**src/cnf_pkg.sv**
```systemverilog
package cnf_pkg;

	// default sizing
	localparam int NUM_SPECIES_DEF = 8;
	localparam int FRAC_BITS_DEF   = 28;

	// fixed field widths
	localparam int IN_W  = 32;
	localparam int SUM_W = 32;

endpackage

```
**src/cnf_store.sv**
```systemverilog
module cnf_store import cnf_pkg::*; #(
	parameter int NUM_SPECIES = NUM_SPECIES_DEF,
	parameter int DW          = 29,
	localparam int AW         = (NUM_SPECIES > 1) ? $clog2(NUM_SPECIES) : 1
) (
	input  logic          clk,
	input  logic          wr_en,
	input  logic [AW-1:0] wr_addr,
	input  logic [DW-1:0] wr_data,
	input  logic          rd_en,
	input  logic [AW-1:0] rd_addr,
	output logic [DW-1:0] rd_data
);

	logic [DW-1:0] mem_q [NUM_SPECIES];
	logic [DW-1:0] rd_data_q;

	always_ff @(posedge clk) begin
		if (wr_en) begin
			mem_q[wr_addr] <= wr_data;
		end
		if (rd_en) begin
			rd_data_q <= mem_q[rd_addr];
		end
	end

	assign rd_data = rd_data_q;

endmodule

```
**src/cnf_div.sv**
```systemverilog
module cnf_div import cnf_pkg::*; #(
	parameter int FRAC_BITS = FRAC_BITS_DEF,
	parameter int NUM_W     = 29,
	localparam int CNT_W    = $clog2(FRAC_BITS + 1)
) (
	input  logic                 clk,
	input  logic                 arst_n,
	input  logic                 start,
	input  logic [NUM_W-1:0]     num,
	input  logic [SUM_W-1:0]     den,
	output logic                 done,
	output logic [FRAC_BITS-1:0] quo
);

	logic                 busy_q;
	logic                 done_q;
	logic [CNT_W-1:0]     cnt_q;
	logic [SUM_W-1:0]     rem_q;
	logic [FRAC_BITS-1:0] quo_q;
	logic [SUM_W:0]       rem2;
	logic                 ge;
	logic [SUM_W:0]       rem_nxt;

	// one quotient bit per cycle, remainder stays below den
	assign rem2    = {rem_q, 1'b0};
	assign ge      = rem2 >= {1'b0, den};
	assign rem_nxt = ge ? (rem2 - {1'b0, den}) : rem2;

	always_ff @(posedge clk or negedge arst_n) begin
		if (!arst_n) begin
			busy_q <= 1'b0;
			done_q <= 1'b0;
			cnt_q  <= '0;
			rem_q  <= '0;
			quo_q  <= '0;
		end else begin
			done_q <= 1'b0;
			if (start) begin
				busy_q <= 1'b1;
				cnt_q  <= CNT_W'(FRAC_BITS);
				rem_q  <= SUM_W'(num);
				quo_q  <= '0;
			end else if (busy_q) begin
				rem_q <= rem_nxt[SUM_W-1:0];
				quo_q <= {quo_q[FRAC_BITS-2:0], ge};
				cnt_q <= cnt_q - 1'b1;
				if (cnt_q == CNT_W'(1)) begin
					busy_q <= 1'b0;
					done_q <= 1'b1;
				end
			end
		end
	end

	assign done = done_q;
	assign quo  = quo_q;

endmodule

```
**src/clamp_and_normalize_fractions.sv**
```systemverilog
// after the last request of a cell, each stored fraction is read, evaluated and, when
// below the sum of a cell neither covered nor zero-sum, divided by the restoring
// divider that yields one quotient bit per cycle; other values skip the divider;
// no new request is taken until every result of the cell is in the output register
// reset (arst_n low, asynchronous) empties the cell: sum, count, overflow and
// output valid are cleared; the fraction store needs no clearing
module clamp_and_normalize_fractions import cnf_pkg::*; #(
	parameter int NUM_SPECIES = NUM_SPECIES_DEF,
	parameter int FRAC_BITS   = FRAC_BITS_DEF,
	localparam int OW         = FRAC_BITS + 1
) (
	input  logic              clk,
	input  logic              arst_n,
	// input channel
	input  logic              in_valid,
	output logic              in_ready,
	input  logic [IN_W-1:0]   fraction,
	input  logic              covered,
	input  logic              last_species,
	// output channel
	output logic              out_valid,
	input  logic              out_ready,
	output logic [OW-1:0]     scaled_fraction,
	output logic              last_out,
	output logic              zero_sum,
	output logic              overflow
);

	// stored value width: clamped value never exceeds 1.0 nor 2^31-1
	localparam int VW   = (FRAC_BITS + 1 < IN_W) ? FRAC_BITS + 1 : IN_W - 1;
	localparam int CMPW = (FRAC_BITS + 2 > IN_W + 1) ? FRAC_BITS + 2 : IN_W + 1;
	localparam int CW   = $clog2(NUM_SPECIES + 1);
	localparam int AW   = (NUM_SPECIES > 1) ? $clog2(NUM_SPECIES) : 1;

	localparam logic [CMPW-1:0] UNIT_CMP = CMPW'(1) << FRAC_BITS;
	localparam logic [OW-1:0]   UNIT_OUT = OW'(1) << FRAC_BITS;

	typedef enum logic [2:0] {
		S_COLLECT,  // taking requests of the current cell
		S_RD,       // read one stored fraction
		S_EVAL,     // pick pass-through, unit, zero, or start a divide
		S_DIV,      // wait on the serial divider
		S_PUT       // hand the result to the output register
	} state_t;

	state_t          state_q;
	logic [SUM_W-1:0] sum_q;
	logic [CW-1:0]   count_q;
	logic [CW-1:0]   idx_q;
	logic            ovf_q;
	logic            cov_q;
	logic            zs_q;
	logic [OW-1:0]   res_q;

	logic            out_valid_q;
	logic [OW-1:0]   scaled_q;
	logic            last_q;
	logic            zs_out_q;
	logic            ovf_out_q;

	// input side
	logic            in_acc;
	logic            has_room;
	logic [CMPW-1:0] frac_pos;
	logic [VW-1:0]   clamped;
	logic [SUM_W:0]  sum_wide;
	logic [SUM_W-1:0] sum_nxt;

	// emit side
	logic [VW-1:0]   rd_data;
	logic            rd_en;
	logic            div_start;
	logic            div_done;
	logic [FRAC_BITS-1:0] div_quo;
	logic            out_free;
	logic            is_last;

	assign in_ready = (state_q == S_COLLECT);
	assign in_acc   = in_valid && in_ready;
	assign has_room = count_q < CW'(NUM_SPECIES);

	// clamp to [0, 1.0]: negative goes to zero, above one goes to one
	assign frac_pos = CMPW'(fraction[IN_W-2:0]);
	always_comb begin
		if (fraction[IN_W-1]) begin
			clamped = '0;
		end else if (frac_pos > UNIT_CMP) begin
			clamped = VW'(UNIT_CMP);
		end else begin
			clamped = VW'(frac_pos);
		end
	end

	// saturating running sum
	assign sum_wide = {1'b0, sum_q} + (SUM_W + 1)'(clamped);
	assign sum_nxt  = sum_wide[SUM_W] ? '1 : sum_wide[SUM_W-1:0];

	cnf_store #(
		.NUM_SPECIES (NUM_SPECIES),
		.DW          (VW)
	) u_store (
		.clk     (clk),
		.wr_en   (in_acc && has_room),
		.wr_addr (count_q[AW-1:0]),
		.wr_data (clamped),
		.rd_en   (rd_en),
		.rd_addr (idx_q[AW-1:0]),
		.rd_data (rd_data)
	);

	assign rd_en = (state_q == S_RD);

	// divide only when the value is below the sum, so the quotient stays under 1.0
	assign div_start = (state_q == S_EVAL) && !zs_q && !cov_q
		&& ({{(SUM_W - VW){1'b0}}, rd_data} < sum_q);

	cnf_div #(
		.FRAC_BITS (FRAC_BITS),
		.NUM_W     (VW)
	) u_div (
		.clk    (clk),
		.arst_n (arst_n),
		.start  (div_start),
		.num    (rd_data),
		.den    (sum_q),
		.done   (div_done),
		.quo    (div_quo)
	);

	// output register is free when empty or being taken this cycle
	assign out_free = !out_valid_q || out_ready;
	assign is_last  = (idx_q + 1'b1) == count_q;

	always_ff @(posedge clk or negedge arst_n) begin
		if (!arst_n) begin
			state_q     <= S_COLLECT;
			sum_q       <= '0;
			count_q     <= '0;
			idx_q       <= '0;
			ovf_q       <= 1'b0;
			cov_q       <= 1'b0;
			zs_q        <= 1'b0;
			res_q       <= '0;
			out_valid_q <= 1'b0;
			scaled_q    <= '0;
			last_q      <= 1'b0;
			zs_out_q    <= 1'b0;
			ovf_out_q   <= 1'b0;
		end else begin
			// in S_PUT the output register is reloaded below
			if (out_valid_q && out_ready && (state_q != S_PUT)) begin
				out_valid_q <= 1'b0;
			end
			case (state_q)
				S_COLLECT: begin
					if (in_acc) begin
						if (has_room) begin
							count_q <= count_q + 1'b1;
							sum_q   <= sum_nxt;
						end else begin
							ovf_q <= 1'b1;
						end
						if (last_species) begin
							// closing request: covered comes from it, even when dropped
							cov_q   <= covered;
							zs_q    <= has_room ? (sum_nxt == '0) : (sum_q == '0);
							idx_q   <= '0;
							state_q <= S_RD;
						end
					end
				end
				S_RD: begin
					state_q <= S_EVAL;
				end
				S_EVAL: begin
					if (zs_q) begin
						res_q   <= '0;
						state_q <= S_PUT;
					end else if (cov_q) begin
						res_q   <= OW'(rd_data);
						state_q <= S_PUT;
					end else if (div_start) begin
						state_q <= S_DIV;
					end else begin
						// value not below the sum, exactly one
						res_q   <= UNIT_OUT;
						state_q <= S_PUT;
					end
				end
				S_DIV: begin
					if (div_done) begin
						res_q   <= OW'(div_quo);
						state_q <= S_PUT;
					end
				end
				S_PUT: begin
					if (out_free) begin
						out_valid_q <= 1'b1;
						scaled_q    <= res_q;
						last_q      <= is_last;
						zs_out_q    <= zs_q;
						ovf_out_q   <= ovf_q;
						if (is_last) begin
							// cell done, start the next one clean
							sum_q   <= '0;
							count_q <= '0;
							ovf_q   <= 1'b0;
							state_q <= S_COLLECT;
						end else begin
							idx_q   <= idx_q + 1'b1;
							state_q <= S_RD;
						end
					end
				end
				default: begin
					state_q <= S_COLLECT;
				end
			endcase
		end
	end

	assign out_valid       = out_valid_q;
	assign scaled_fraction = scaled_q;
	assign last_out        = last_q;
	assign zero_sum        = zs_out_q;
	assign overflow        = ovf_out_q;

	// read index stays inside the filled part of the store while emitting
	assert property (@(posedge clk) disable iff (!arst_n)
		(state_q != S_COLLECT) |-> (idx_q < count_q))
		else $error("emit index beyond stored count");

	// fill count never passes capacity
	assert property (@(posedge clk) disable iff (!arst_n)
		count_q <= CW'(NUM_SPECIES))
		else $error("species count beyond capacity");

	// no result ever above one
	assert property (@(posedge clk) disable iff (!arst_n)
		out_valid |-> (scaled_fraction <= UNIT_OUT))
		else $error("result above one");

	// a zero-sum cell gives only zeros
	assert property (@(posedge clk) disable iff (!arst_n)
		(out_valid && zero_sum) |-> (scaled_fraction == '0))
		else $error("nonzero result on zero sum");

	// the divider finishes only while the control waits on it
	assert property (@(posedge clk) disable iff (!arst_n)
		div_done |-> (state_q == S_DIV))
		else $error("divider done outside divide wait");

endmodule
```
**config.mk**
```make
export PLATFORM = sky130hd
export DESIGN_NAME = clamp_and_normalize_fractions
export DESIGN_NICKNAME = d
export VERILOG_FILES = /design/src/cnf_pkg.sv /design/src/cnf_store.sv /design/src/cnf_div.sv /design/src/clamp_and_normalize_fractions.sv
export SDC_FILE = /design/constraint.sdc
export NUM_CORES = 1
export LEC_CHECK = 0
export ABC_CLOCK_PERIOD_IN_PS = 4800
export CORE_MARGIN = 4
export CORE_UTILIZATION = 60
export DETAILED_ROUTE_END_ITERATION = 12
export DONT_BUFFER_PORTS = 1
export PLACE_DENSITY = 0.86
export SLEW_MARGIN = 10
export SYNTH_ARGS = -nofsm -noshare
export SYNTH_HDL_FRONTEND = slang
export SYNTH_HIERARCHICAL = 1
export SYNTH_SLANG_ARGS = --single-unit
```
**constraint.sdc**
```tcl
create_clock -name clk -period 4.8 [get_ports clk]
set_input_delay 0.96 -clock clk [delete_from_list [all_inputs] [get_ports clk]]
set_output_delay 0.96 -clock clk [all_outputs]
set_load 0.02 [all_outputs]
```
-- Word level (Yosys, flattened, before mapping)
Memories as Yosys holds them, arrays and structs flattened. A register that Yosys moved wholly into a read port is not among the register bits.
Cells that the tools add are included.
- bits in registers: 175
- bits in writable memories: 232
- memories: 1
- memory list (name ; depth ; bits a word ; rd ports ; clocked after Yosys merged registers in ; wr ports ; RTL line ; RTL):
    u_store.mem_q ; 8 ; 29 ; 1 ; 1 ; 1 ; cnf_store.sv:15 ; logic [DW-1:0] mem_q [NUM_SPECIES];
- add/subtract/negate cells: 5
- order comparisons: 4
- equal/unequal tests: 16
- mux-type cells: 56
- reduce and logical (&&, ||, !) cells: 24
- operator list (operator ; number):
    $mux 32 ; 8
    $mux 29 ; 6
    $logic_not 32->1 ; 2
    $pmux 32 s2 ; 1
    $pmux 29 s2 ; 1
    $mux 28 ; 2
    $add 32x29->33 ; 1
    $ge 33x32->1 ; 1
    $lt 29x32->1 ; 1
    $mux 4 ; 8
    $sub 32x32->32 ; 1
    $gt 31x29->1 const B ; 1
    $mux 3 ; 7
    $mux 1 ; 17
    $pmux 4 s2 ; 2
    $pmux 3 s5 ; 1
    $reduce_and 5->1 ; 3
    $mux 5 ; 2
    $add 4x1->4 const B ; 2
    $ne 2x1->1 const B ; 4
    $ne 2x2->1 const B ; 4
    $logic_and 1x1->1 ; 7
    $eq 3x2->1 const B ; 2
    $reduce_and 3->1 ; 2
    15 further kinds ; 19

-- Longest topological paths before layout
- depth in word-level cells: 8
- mapped depth: 18
- gate-level depth less buffers: 16

-- Hierarchy
The synthesis kept the hierarchy.
- modules (own cells, without submodules) (module ; times used ; cells an instance ; area each (um2) ; seq. area each (um2)):
    cnf_store ; 1 ; 377 ; 9741.8 ; 7837.5
    clamp_and_normalize_fractions ; 1 ; 862 ; 7664.9 ; 2702.6
    cnf_div ; 1 ; 616 ; 5333.9 ; 1676.6

-- Worst setup path before layout
OpenSTA, ideal clock, no wires.
- path type: input -> register
- from: input fraction[7]
- to: register zs_q
- setup time: 0.066 ns
- arrival: 4.701 ns
- required time: 4.734 ns
- slack: 0.033 ns
- stages: 16
- buffers on the path: 1
- cells stage by stage: nor4_1 -> and4_1 -> nand4_1 -> a2111oi_2 -> clkbuf_1 -> and2_1 -> ha_1 -> fa_1 -> nor4_1 -> o211ai_1 -> nor3_2 -> o2111ai_1 -> or4_1 -> nor4_2 -> nand4_1 -> nand2_1
- longest elaborated chain between the ends: 7
- ends and longest elaborated chain (element ; RTL line ; RTL):
    from (decl) ; clamp_and_normalize_fractions.sv:17 ; input logic [IN_W-1:0] fraction,
    $gt 31x29->1 ; clamp_and_normalize_fractions.sv:87 ; end else if (frac_pos > UNIT_CMP) begin
    $mux 29 ; clamp_and_normalize_fractions.sv:87 ;
    $mux 29 ; clamp_and_normalize_fractions.sv:85 ; if (fraction[IN_W-1]) begin
    net clamped[0] ; clamp_and_normalize_fractions.sv:65 ; logic [VW-1:0] clamped;
    $add 32x29->33 ; clamp_and_normalize_fractions.sv:95 ; assign sum_wide = {1'b0, sum_q} + (SUM_W + 1)'(clamped);
    $mux 32 ; clamp_and_normalize_fractions.sv:96 ; assign sum_nxt = sum_wide[SUM_W] ? '1 : sum_wide[SUM_W-1:0];
    $logic_not 32->1 ; clamp_and_normalize_fractions.sv:166 ; zs_q <= has_room ? (sum_nxt == '0) : (sum_q == '0);
    $mux 1 ; clamp_and_normalize_fractions.sv:166 ;
    to (signal assigned) ; clamp_and_normalize_fractions.sv:166 ;
    to (decl) ; clamp_and_normalize_fractions.sv:52 ; logic zs_q;
The timed path passes the listed nets, and every way through them passes these cells.
A chain may end at the register's enable or synchronous reset.

-- Final worst setup path
- from: input fraction[0]
- to: register zs_q
The elaborated chain is that of the path after synthesis.

==> impl_metrics.toml <==
[yosys]
synth_edf_count = 261
yosysMostFrequentCell = "edfxtp_1"
synth_fp_nets = 1988
async_reset_ff_share_pct = 40.14
synth_top_area_share_pct = 34.46
yosysWarningCount = 6
netlist_instances = 1855
synth_area_leader_cell = "edfxtp_1"
seq_area_frac_synth_pct = 53.72
synth_area_leaders = "edfxtp_1 (34%), dfrtp_1 (19%), ha_1 (5.1%)"
synth-main-ff-cell = "edfxtp_1"
ys_seq_elements = 436
synth_area_um2 = 22740
synth_common_cells = "edfxtp_1 (261), dfrtp_1 (175), nor2_1 (139)"
synth_cell_types = 102
synth.avg_cell_area_um2 = 12.26

[die]
rows = 71
die_x_um = 202.7
core_um2 = 37490
die_h_um = 202.7
dieArea_um2 = 41080
start_util_pct = 60.66
io_pins = 72

[cts]
clk_transition_reported_paths_ns = 0.06
htreeDepth = 2
cts_tree = "yes"
clkLatencyLatePin_ns = 0.57
cts_made_buffers = 44
cts_sinks = 436
ctsResizeCount = 0
clk_path_buf_depth = 3
root_buffer = "clkbuf_16"
cts_setup_buffers = 0
cts_hold_buffers = 0

[place]
dp_hpwl_um = 40120
place_congestion = 0.9584
portBuffers = 0

[worst_hold_path]
hp-class = "input pin to async pin"

[critical_path]
crit_slowest_cell = "or4_1"
critPathTopFamily = "simple AND/OR/NAND/NOR gates"
critical-path-max-stage-delay_ns = 0.45
cp_num_cells = 18
endpoint_kind = "flip-flop"
worstSetupStartpointType = "input pin"
crit_fanout = 13
cp.required_ns = 5.30
path_class = "input pin to flip-flop"
crit_chain = "nor4_1 -> and4_1 -> nand4_1 -> a2111oi_4 -> buf_4 -> and2_1 -> buf_12 -> ha_1 -> o211ai_2 -> o211ai_1 -> a21oi_1 -> buf_4 -> xor2_1 -> o211ai_1 -> or4_1 -> nor4_2 -> nand4_1 -> nand2_1"
crit_buf_inv = 3
worstPathArrival_ns = 4.89
r2r_cells = 13

[routing]
avgViaCountPerCell = 6.382
wl_per_cell_um = 23.09
routed_wl_um = 57810
drc = 0
antenna_left = 0
dr.pass1.iters = 6
drt_iter0_drc = 1580
num_vias = 15980

[flow_run]
cap_violations = 0

[power]
leakagePower_nw = 10.13
ir_worst_vdd_v = 0.0003891
p_per_area_nw_per_um2 = 658.2

[timing]
timing.setup.tns_ns = 0
max_slew_margin_pct = 26.85
setup_viol = 0
timing.final.crit_share_pct = 91.56
fmax_ghz = 0.2275
maxSlewViolCount = 0
skew_ns = 0.02033
tightest_slew_ns = 1.097
final_hold_viol_count = 0
rsz0062_at_grt = "false"
fin_crit_ns = 4.395

[layout]
diodes = 0
area_growth_pct = 12.59
nets = 2089
filler_cell_count = 2660
final_util_pct = 68.30
drive_above_1_share_pct = 19.68

[global_routing]
grt_overflow = 0
grt_start_max_net_pins = 176
grt_pass1_wl_um = 91020
grt_util_all_layers_pct = 28.19
antenna_found_initial = 0
grt_pass1_vias = 16040

[outcome]
outcome = "completed"
cell families (layout without fill, tap and decap cells):
family / Yosys count / count (layout) / synth area share [%]
AOI/OAI and AO/OA: 418 / 418 / 13.29
and+or+nand+nor: 530 / 530 / 11.71
muxes: 156 / 156 / 10.78
xor gates and xnor gates: 45 / 45 / 1.733
DFF: 436 / 436 / 53.72
buffers and inverters: 175 / 312 / 3.466
adders and majority gates: 95 / 95 / 5.293
stage by stage:
step,hold slack (ns),setup WS (ns),total power [mW],instances,area (um^2)
finish,0.08169,0.4050,16.85,2503,25600
global route,0.05855,0.05655,17.82,2503,25600
CTS,0.05258,0.07582,16.79,2503,25570
detailed placement,0.4941,-0.4883,13.36,2421,24160
global placement,0.4841,-0.4776,13.06,2421,24160
floorplan,0.4620,0.03270,11.36,1855,22740
worst register-to-register path, stage by stage (launching register included):
cell and delay [ns]:
dfrtp_1 0.51, inv_1 0.08, ha_1 0.31, a21o_1 0.19
a211oi_1 0.27, o21ai_1 0.10, a221oi_1 0.25, o211ai_1 0.19
a31oi_4 0.57, buf_4 0.37, nand2b_1 0.36, a211oi_1 0.09
mux2i_1 0.18, nand3_1 0.09
cells in the final DEF, fill, tap and decap left out, types with 11 or more instances in the layout:
cell	count
o21a_1	16
xnor2_1	29
nand2_1	120
nor2b_1	14
a31oi_1	41
and3_1	11
o21ai_0	78
o31ai_1	24
mux4_2	45
and2_1	37
nor3_1	21
edfxtp_1	261
a21oi_1	65
dfrtp_1	172
mux2_2	53
mux4_1	13
a21o_1	49
ha_1	93
inv_1	80
nor4_1	18
o211a_1	12
nand3_1	79
nand4_1	19
mux2i_1	35
nand2b_1	20
clkbuf_16	46
nor2_1	133
xor2_1	16
buf_4	143
o211ai_1	12
per-layer routing:
layer | GRT usage, % | vias to the layer above | part of all wire (%)
met4 | 8.244 | 0 | 2.9
met5 | 0 | - | 0
met3 | 5.239 | 116 | 8.0
li1 | - | 7227 | -
met1 | 39.98 | 7908 | 42
met2 | 45.27 | 724 | 47
flip-flops by register name, indices dropped and copies added, names as in the netlist:
| name | count |
|---|---|
| u_store/mem_q | 232 |
| sum_q | 32 |
| u_div/rem_q | 32 |
| res_q | 29 |
| scaled_fraction | 29 |
| u_store/rd_data | 29 |
| u_div/quo | 28 |
| u_div/cnt_q | 5 |
| count_q | 4 |
| idx_q | 4 |
| state_q | 3 |
| cov_q | 1 |
| last_out | 1 |
| out_valid | 1 |
| overflow | 1 |
| ovf_q | 1 |
| u_div/busy_q | 1 |
| u_div/done | 1 |
| zero_sum | 1 |
| zs_q | 1 |
path summary, 6_finish.rpt:
| path | startpoint | to | slack [ns] |
|---|---|---|---|
| min reg2reg | cov_q$_DFFE_PN0P_ | cov_q$_DFFE_PN0P_ | 0.51 |
| min | arst_n | u_div/cnt_q[0]$_DFFE_PN0P_ | 0.08 |
| min in group clk | cov_q$_DFFE_PN0P_ | cov_q$_DFFE_PN0P_ | 0.51 |
| max reg2reg | sum_q[11]$_DFFE_PN0P_ | u_div/rem_q[28]$_DFFE_PN0P_ | 1.10 |
| max in group asynchronous | arst_n | sum_q[21]$_DFFE_PN0P_ | 4.53 |
| max | fraction[0] | zs_q$_DFFE_PN0P_ | 0.40 |
power breakdown:
part | internal [mW] | total, mW | leakage (nW) | switching, mW
sequential | 5.00 | 6.19 | 4.58 | 1.19
combinational | 3.26 | 7.29 | 4.86 | 4.03
clock | 1.91 | 3.36 | 0.691 | 1.45
total | 10.2 | 16.9 | 10.1 | 6.68
cell type report:
| cell class | count | area [um^2] | area share [%] |
|---|---|---|---|
| sequential | 436 | 12230 | 47.75 |
| multi-input combinational | 1244 | 9827 | 38.38 |
| clock buffer | 57 | 1222 | 4.774 |
| timing repair buffer | 149 | 1194 | 4.662 |
| tap | 511 | 639.4 | 2.497 |
| inverter | 81 | 304.0 | 1.188 |
| clock inverter | 25 | 191.4 | 0.7477 |
No activity file was read; power rests on OpenSTA's default activity.
